File: config.mk
export PLATFORM = sky130hd
export DESIGN_NAME = rotary_knob_debounce_direction_top
export DESIGN_NICKNAME = d
export VERILOG_FILES = /design/src/rkdd_pkg.sv /design/src/rkdd_qual.sv /design/src/rotary_knob_debounce_direction_top.sv
export SDC_FILE = /design/constraint.sdc
export NUM_CORES = 1
export LEC_CHECK = 0
export ABC_AREA = 1
export BUFFER_PORTS_ARGS = -buffer_cell sky130_fd_sc_hd__buf_2
export CELL_PAD_IN_SITES_DETAIL_PLACEMENT = 1
export CELL_PAD_IN_SITES_GLOBAL_PLACEMENT = 1
export CORE_ASPECT_RATIO = 0.5
export CORE_MARGIN = 1
export CORE_UTILIZATION = 40
export CTS_CLUSTER_SIZE = 40
export DETAILED_ROUTE_END_ITERATION = 12
export PLACE_DENSITY_LB_ADDON = 0.1
export SYNTH_ARGS = -nofsm -noshare
export SYNTH_HDL_FRONTEND = slang
export SYNTH_HIERARCHICAL = 1
export SYNTH_SLANG_ARGS = --single-unit
File: constraint.sdc
create_clock -name clk -period 7.7 [get_ports clk]
set_input_delay 2.31 -clock clk [delete_from_list [all_inputs] [get_ports clk]]
set_output_delay 2.31 -clock clk [all_outputs]
set_load 0.02 [all_outputs]
File: src/rkdd_pkg.sv
`timescale 1ns / 1ps
// ----------------------------------------------------------------------------
// Rotary knob debounce package
// Shared types and constants for the knob debounce and direction qualifier.
// ----------------------------------------------------------------------------
package rkdd_pkg;

	localparam int TIMER_WIDTH_DEF = 16;
	localparam int CNT_W           = 8;
	localparam int STABLE_W        = 8;
	localparam int HOLDOFF_W       = 16;
	localparam int CFG_DATA_W      = 16;

	localparam logic [STABLE_W-1:0]  STABLE_RESET  = 8'd8;
	localparam logic [HOLDOFF_W-1:0] HOLDOFF_RESET = 16'd150;

	// Configuration register indexes.
	typedef enum logic [0:0] {
		CFG_STABLE  = 1'b0,
		CFG_HOLDOFF = 1'b1
	} cfg_idx_t;

	// Last decided direction.
	typedef enum logic [1:0] {
		DIR_NONE = 2'd0,
		DIR_UP   = 2'd1,
		DIR_DOWN = 2'd2
	} dir_t;

	typedef struct packed {
		logic a_edge_seen;
		logic pin_b;
		logic pin_a;
	} item_t;

	typedef struct packed {
		logic qualifier_busy;
		logic step_direction;
		logic event_valid;
	} result_t;

endpackage

File: src/rkdd_qual.sv
`timescale 1ns / 1ps
// ----------------------------------------------------------------------------
// Rotary knob qualifier core
// Holds the debounce state and computes one result per processed item.
// ----------------------------------------------------------------------------
module rkdd_qual import rkdd_pkg::*; #(
	parameter int TIMER_WIDTH = TIMER_WIDTH_DEF
) (
	input  logic                 clk,
	input  logic                 arst_n,
	input  logic                 en,
	input  item_t                item,
	input  logic [STABLE_W-1:0]  stable_periods,
	input  logic [HOLDOFF_W-1:0] holdoff_periods,
	output result_t              res
);

	localparam int CMP_W = (TIMER_WIDTH > HOLDOFF_W) ? TIMER_WIDTH : HOLDOFF_W;

	logic                   armed_q, have_sample_q;
	logic [CNT_W-1:0]       count_q;
	logic                   held_a_q, held_b_q;
	dir_t                   last_dir_q;
	logic [TIMER_WIDTH-1:0] timer_q;

	logic                   armed_d, have_sample_d;
	logic [CNT_W-1:0]       count_d, cnt_inc;
	logic                   held_a_d, held_b_d;
	dir_t                   last_dir_d, dir;
	logic [TIMER_WIDTH-1:0] timer_inc, timer_d;
	logic                   ev, dir_bit, late;

	assign timer_inc = (timer_q == {TIMER_WIDTH{1'b1}}) ? timer_q : timer_q + 1'b1;
	assign cnt_inc   = (count_q == {CNT_W{1'b1}}) ? count_q : count_q + 1'b1;
	assign dir       = (held_a_q != held_b_q) ? DIR_UP : DIR_DOWN;
	assign late      = CMP_W'(timer_inc) > CMP_W'(holdoff_periods);

	always_comb begin
		armed_d       = armed_q;
		have_sample_d = have_sample_q;
		count_d       = count_q;
		held_a_d      = held_a_q;
		held_b_d      = held_b_q;
		last_dir_d    = last_dir_q;
		timer_d       = timer_inc;
		ev            = 1'b0;
		dir_bit       = 1'b0;
		if (!armed_q) begin
			armed_d = item.a_edge_seen;
		end else if (!have_sample_q) begin
			have_sample_d = 1'b1;
			count_d       = CNT_W'(1);
			held_a_d      = item.pin_a;
			held_b_d      = item.pin_b;
		end else begin
			count_d = cnt_inc;
			if (item.pin_a != held_a_q || item.pin_b != held_b_q) begin
				armed_d       = 1'b0;
				have_sample_d = 1'b0;
				count_d       = '0;
				held_a_d      = 1'b0;
				held_b_d      = 1'b0;
			end else if (cnt_inc >= stable_periods) begin
				if (dir == last_dir_q || late) begin
					ev      = 1'b1;
					dir_bit = (dir == DIR_DOWN);
				end
				last_dir_d    = dir;
				timer_d       = '0;
				armed_d       = 1'b0;
				have_sample_d = 1'b0;
				count_d       = '0;
				held_a_d      = 1'b0;
				held_b_d      = 1'b0;
			end
		end
	end

	assign res.event_valid    = ev;
	assign res.step_direction = dir_bit;
	assign res.qualifier_busy = armed_d;

	always_ff @(posedge clk or negedge arst_n) begin
		if (!arst_n) begin
			armed_q       <= 1'b0;
			have_sample_q <= 1'b0;
			count_q       <= '0;
			held_a_q      <= 1'b0;
			held_b_q      <= 1'b0;
			last_dir_q    <= DIR_NONE;
			timer_q       <= '1;
		end else if (en) begin
			armed_q       <= armed_d;
			have_sample_q <= have_sample_d;
			count_q       <= count_d;
			held_a_q      <= held_a_d;
			held_b_q      <= held_b_d;
			last_dir_q    <= last_dir_d;
			timer_q       <= timer_d;
		end
	end

endmodule

File: src/rotary_knob_debounce_direction_top.sv
`timescale 1ns / 1ps
// ----------------------------------------------------------------------------
// Rotary knob debounce and direction qualifier
// Streams one sampled pin pair per debounce period and returns one result
// item per input item telling whether a qualified knob step occurred.
// ----------------------------------------------------------------------------
// Feed one input item per debounce period; every input item yields exactly one
// result item, in order. An input item is registered on acceptance and
// processed as it moves into the result register. The block sustains
// one item per cycle: a new item is taken while the previous result
// waits, and the input register only stalls when the result register
// is full and not being taken. An edge on channel A arms the
// qualifier, the following item latches the pin
// pair, and once the pins have matched for stable_periods items a
// direction is decided (up when A differs from B). The step is reported
// when it repeats the previous direction, or when more than
// holdoff_periods items have passed since the previous decision; the
// elapsed timer saturates at all ones. Configuration is written through
// cfg_we/cfg_index/cfg_data and should only change while no item is in
// flight.
// ----------------------------------------------------------------------------
module rotary_knob_debounce_direction_top import rkdd_pkg::*; #(
	parameter int TIMER_WIDTH = TIMER_WIDTH_DEF
) (
	input  logic                  clk,
	input  logic                  arst_n,
	// Input item stream.
	input  logic                  s_tvalid,
	output logic                  s_tready,
	input  logic [7:0]            s_tdata,   // [0] pin_a, [1] pin_b, [2] a_edge_seen
	// Result item stream.
	output logic                  m_tvalid,
	input  logic                  m_tready,
	output logic [7:0]            m_tdata,   // [0] event_valid, [1] step_direction,
	                                         // [2] qualifier_busy
	// Configuration write port.
	input  logic                  cfg_we,
	input  logic [0:0]            cfg_index,
	input  logic [CFG_DATA_W-1:0] cfg_data
);

	logic [STABLE_W-1:0]  stable_q;
	logic [HOLDOFF_W-1:0] holdoff_q;

	// Configuration registers; index 0 is the stable count, index 1 the holdoff.
	always_ff @(posedge clk or negedge arst_n) begin
		if (!arst_n) begin
			stable_q  <= STABLE_RESET;
			holdoff_q <= HOLDOFF_RESET;
		end else if (cfg_we) begin
			unique case (cfg_idx_t'(cfg_index))
				CFG_STABLE:  stable_q  <= cfg_data[STABLE_W-1:0];
				CFG_HOLDOFF: holdoff_q <= cfg_data[HOLDOFF_W-1:0];
				default: ;
			endcase
		end
	end

	// Input register and its valid flag.
	logic    valid_s1;
	item_t   item_s1;
	logic    advance;
	result_t res;

	// The registered item moves on whenever the result register can take it.
	assign advance  = valid_s1 && (!m_tvalid || m_tready);
	assign s_tready = !valid_s1 || advance;

	always_ff @(posedge clk or negedge arst_n) begin
		if (!arst_n) begin
			valid_s1 <= 1'b0;
		end else if (s_tready) begin
			valid_s1 <= s_tvalid;
		end
	end

	always_ff @(posedge clk) begin
		if (s_tready && s_tvalid) begin
			item_s1 <= item_t'(s_tdata[2:0]);
		end
	end

	// Debounce state advances exactly once per item, as it enters the result register.
	rkdd_qual #(
		.TIMER_WIDTH(TIMER_WIDTH)
	) u_qual (
		.clk             (clk),
		.arst_n          (arst_n),
		.en              (advance),
		.item            (item_s1),
		.stable_periods  (stable_q),
		.holdoff_periods (holdoff_q),
		.res             (res)
	);

	// Result register.
	always_ff @(posedge clk or negedge arst_n) begin
		if (!arst_n) begin
			m_tvalid <= 1'b0;
		end else if (advance) begin
			m_tvalid <= 1'b1;
		end else if (m_tready) begin
			m_tvalid <= 1'b0;
		end
	end

	always_ff @(posedge clk) begin
		if (advance) begin
			m_tdata <= {5'b0, res};
		end
	end

endmodule

==> impl_metrics.tcl <==
set metrics [dict create \
    status "finished clean" \
    coreArea_mm2 0.00907 \
    io_buffer_count 29 \
    fp.dieW_um 141 \
    avgViaCountPerCell 4.81 \
    grt_use_total_pct 20.2 \
    grt_first_pass_wirelength_um 15800 \
    end_kind "primary output" \
    critPathLaunch "m_tready" \
    max_stage_delay_ps 180 \
    min_from "holdoff_q[4]" \
    yosysTopAreaCell "dfrtp_1" \
    crit_type "input port to primary output" \
    crit_arrival_ps 2790 \
    drt-initial-drc-count 78 \
    antenna_found_initial 0 \
    worst-r2r-setup-slack_ps 4430 \
    pin_count 40 \
    htree_num_levels 3 \
    die_h_um 71.7 \
    critPathTopFamily "buffers and inverters" \
    num-fill-cells 1170 \
    synth_area_mm2 0.00389 \
    rsz0062_at_grt "false" \
    worstReg2RegStart "u_qual/count_q[1]" \
    worst_pin_slew_ps 774 \
    clk_path_buf_depth 2 \
    p_per_area_mw_per_mm2 251 \
    r2r-end "u_qual/timer_q[12]" \
    ant_nets 0 \
    crit_path_start_kind "input port" \
    synthDistinctLibCells 38 \
    drv_slew 0 \
    synthCells 493 \
    timing.fmax_mhz 196 \
    start_util_pct 42.9 \
    hold_viol 0 \
    clkTransAtPathRegs_ps 60 \
    post_cts_buffers 0 \
    layout.nets 577 \
    syn_to_final_growth_pct 12.8 \
    ys_ff_latch 62 \
    p_total_mw 1.10 \
    r2r_cells 14 \
    clk_latency_ps 330 \
    dieArea_mm2 0.0101 \
    yosysWarnings 6 \
    dpl_cell_area_mm2 0.00409 \
    worst-path-buf-inv 3 \
    cts_sinks 62 \
    critical_path_peak_fanout 3 \
    cts_root_buf "clkbuf_16" \
    p_leak_nw 2.28 \
    whs_endpoint "holdoff_q[4]" \
    drc 0 \
    cts_resized 0 \
    cpMaxStageDelayCell "buf_2" \
    postLayoutCellArea_mm2 0.00439 \
    wire_per_inst_um 13.7 \
    gp_congestion 0.779 \
    post-route-period-util_pct 66.3 \
    fin_crit_ps 5100 \
    crit_top_cell "buf_2" \
    grt_max_degree 57 \
    worstPathRequired_ps 5390 \
    ys_seq_area_share_pct 41.4 \
    row_count 24 \
    hold_slack_ps 460 \
    dpl.hpwl_um 6570 \
    syn_avg_cell_area_um2 7.89 \
    grt_pass1_vias 3332 \
    synth.area.top_cells "dfrtp_1 (23%), nand2_1 (16%), dfstp_2 (14%), ha_1 (8.4%), nand3_1 (7.0%)" \
    setup_viol 0 \
    worstPathCellList "buf_2, inv_1, nand3_1, buf_2" \
    antenna_cells 0 \
    cts_buffers 9 \
    finClkSkew_ps 6.06 \
    hold_buffers 0 \
    vias 3155 \
    cts_tree "done" \
    irDropWorstVdd_uv 125 \
    hold_class "flop to flop" \
    maxSlewHeadroom_pct 48.2 \
    routed_wl_um 8960 \
    drive_gt1_share_pct 16.9 \
    netlist.area_leader.share_pct 22.5 \
    hold_depth 2 \
    maxCapViolCount 0 \
    grt_overflow 0 \
    dr.pass1.iters 4 \
    fin_tns_setup_ps 0 \
]
worst reg2reg max path, delay by kind of cell, from the launching register on:
kind	cells	cell delay, ps
adder cells (fa/ha/maj)	2	490
XOR/XNOR	1	240
flip-flops	1	370
AND/OR/NAND/NOR	8	1540
buffers and inverters	1	130
AO/OA/AOI/OAI	2	400
synthesized netlist by cell type (all sizes together):
cell    instances
a21o            2
conb            1
dfrtp          35
a21oi           8
nand2         173
o21a            1
nand3          57
and2            1
xnor2           9
o21ai          20
o21bai          1
or2             1
xor2           10
clkbuf          1
ha             26
nor3b           1
nor3            8
edfxtp          6
buf            17
nor4            2
nand4           6
dfstp          21
nor2           28
nand3b          1
inv            57
through the flow:
stage	cells	setup slack (ps)	util (%)
floorplan	497	2810	-
global placement	640	2590	45.1
detailed placement	640	2590	45.1
CTS	656	2590	48.4
global route	656	2540	48.4
finish	656	2600	48.4
worst max-delay path by stage:
stage,cells after the start,endpoint
6_report,4,s_tready
5_1_grt,4,s_tready
4_1_cts,4,s_tready
3_5_place_dp,4,s_tready
3_3_place_gp,4,s_tready
2_1_floorplan,2,s_tready
kinds of logic after synthesis:
group	Yosys count	synth area share, %
compound gates	32	4.57
xor+xnor	19	4.28
fa+ha+maj	26	8.37
buf+inv	75	9.14
flops	62	41.4
other cells	1	0.0965
simple gates	278	32.2
power breakdown:
group | switching, mW | internal, mW | leakage [nW]
registers | 0.0406 | 0.389 | 0.720
clock network | 0.152 | 0.251 | 0.136
logic | 0.167 | 0.103 | 1.42
layer usage:
metal	GRT usage [%]	vias up	share of wire [%]
li1	-	1625	-
met1	25.7	1495	49
met2	34.2	23	47
met3	5.75	12	2.8
met4	5.02	0	1.2
met5	0	-	0
area by class of cell:
type / count / area [µm²] / share of cell area (%)
clock buffers: 9 / 225 / 5.13
flip-flops and latches: 62 / 1610 / 36.7
repair buffers: 31 / 160 / 3.65
multi-input cells: 360 / 1940 / 44.3
well taps: 130 / 163 / 3.71
clock inverters: 7 / 73.8 / 1.68
inverters: 57 / 214 / 4.88
state kept, by name (all words and copies together), names as in the netlist:
name and flops:
u_qual/timer_q 16, u_qual/armed_q 1, stable_q 8, holdoff_q 16, valid_s1 1, m_tvalid 1, item_s1 3, u_qual/last_dir_q 2
u_qual/have_sample_q 1, u_qual/held_a_q 1, m_tdata 3, u_qual/held_b_q 1, u_qual/count_q 8
cell usage in the layout, fill, tap and decap left out, types with 2 or more instances in the layout:
cell / Yosys / layout
o21ai_1: 3 / 3
o21ai_0: 15 / 15
clkinvlp_4: 0 / 3
nand2_1: 166 / 166
nor4_1: 2 / 2
dfrtp_1: 35 / 35
xor2_1: 10 / 10
nand2_2: 5 / 5
buf_4: 11 / 2
buf_2: 2 / 29
conb_1: 1 / 5
ha_1: 26 / 26
nor3_1: 4 / 4
nor2_1: 26 / 26
o21ai_2: 2 / 2
nand3_1: 54 / 54
nand4_1: 5 / 5
a21o_1: 2 / 2
nand2_4: 2 / 2
nor3_2: 3 / 3
clkbuf_16: 0 / 9
a21oi_1: 8 / 7
dfstp_2: 21 / 21
inv_1: 56 / 56
nand3_2: 3 / 3
edfxtp_1: 6 / 6
xnor2_1: 9 / 9
Power figures use the tool's default switching activity.
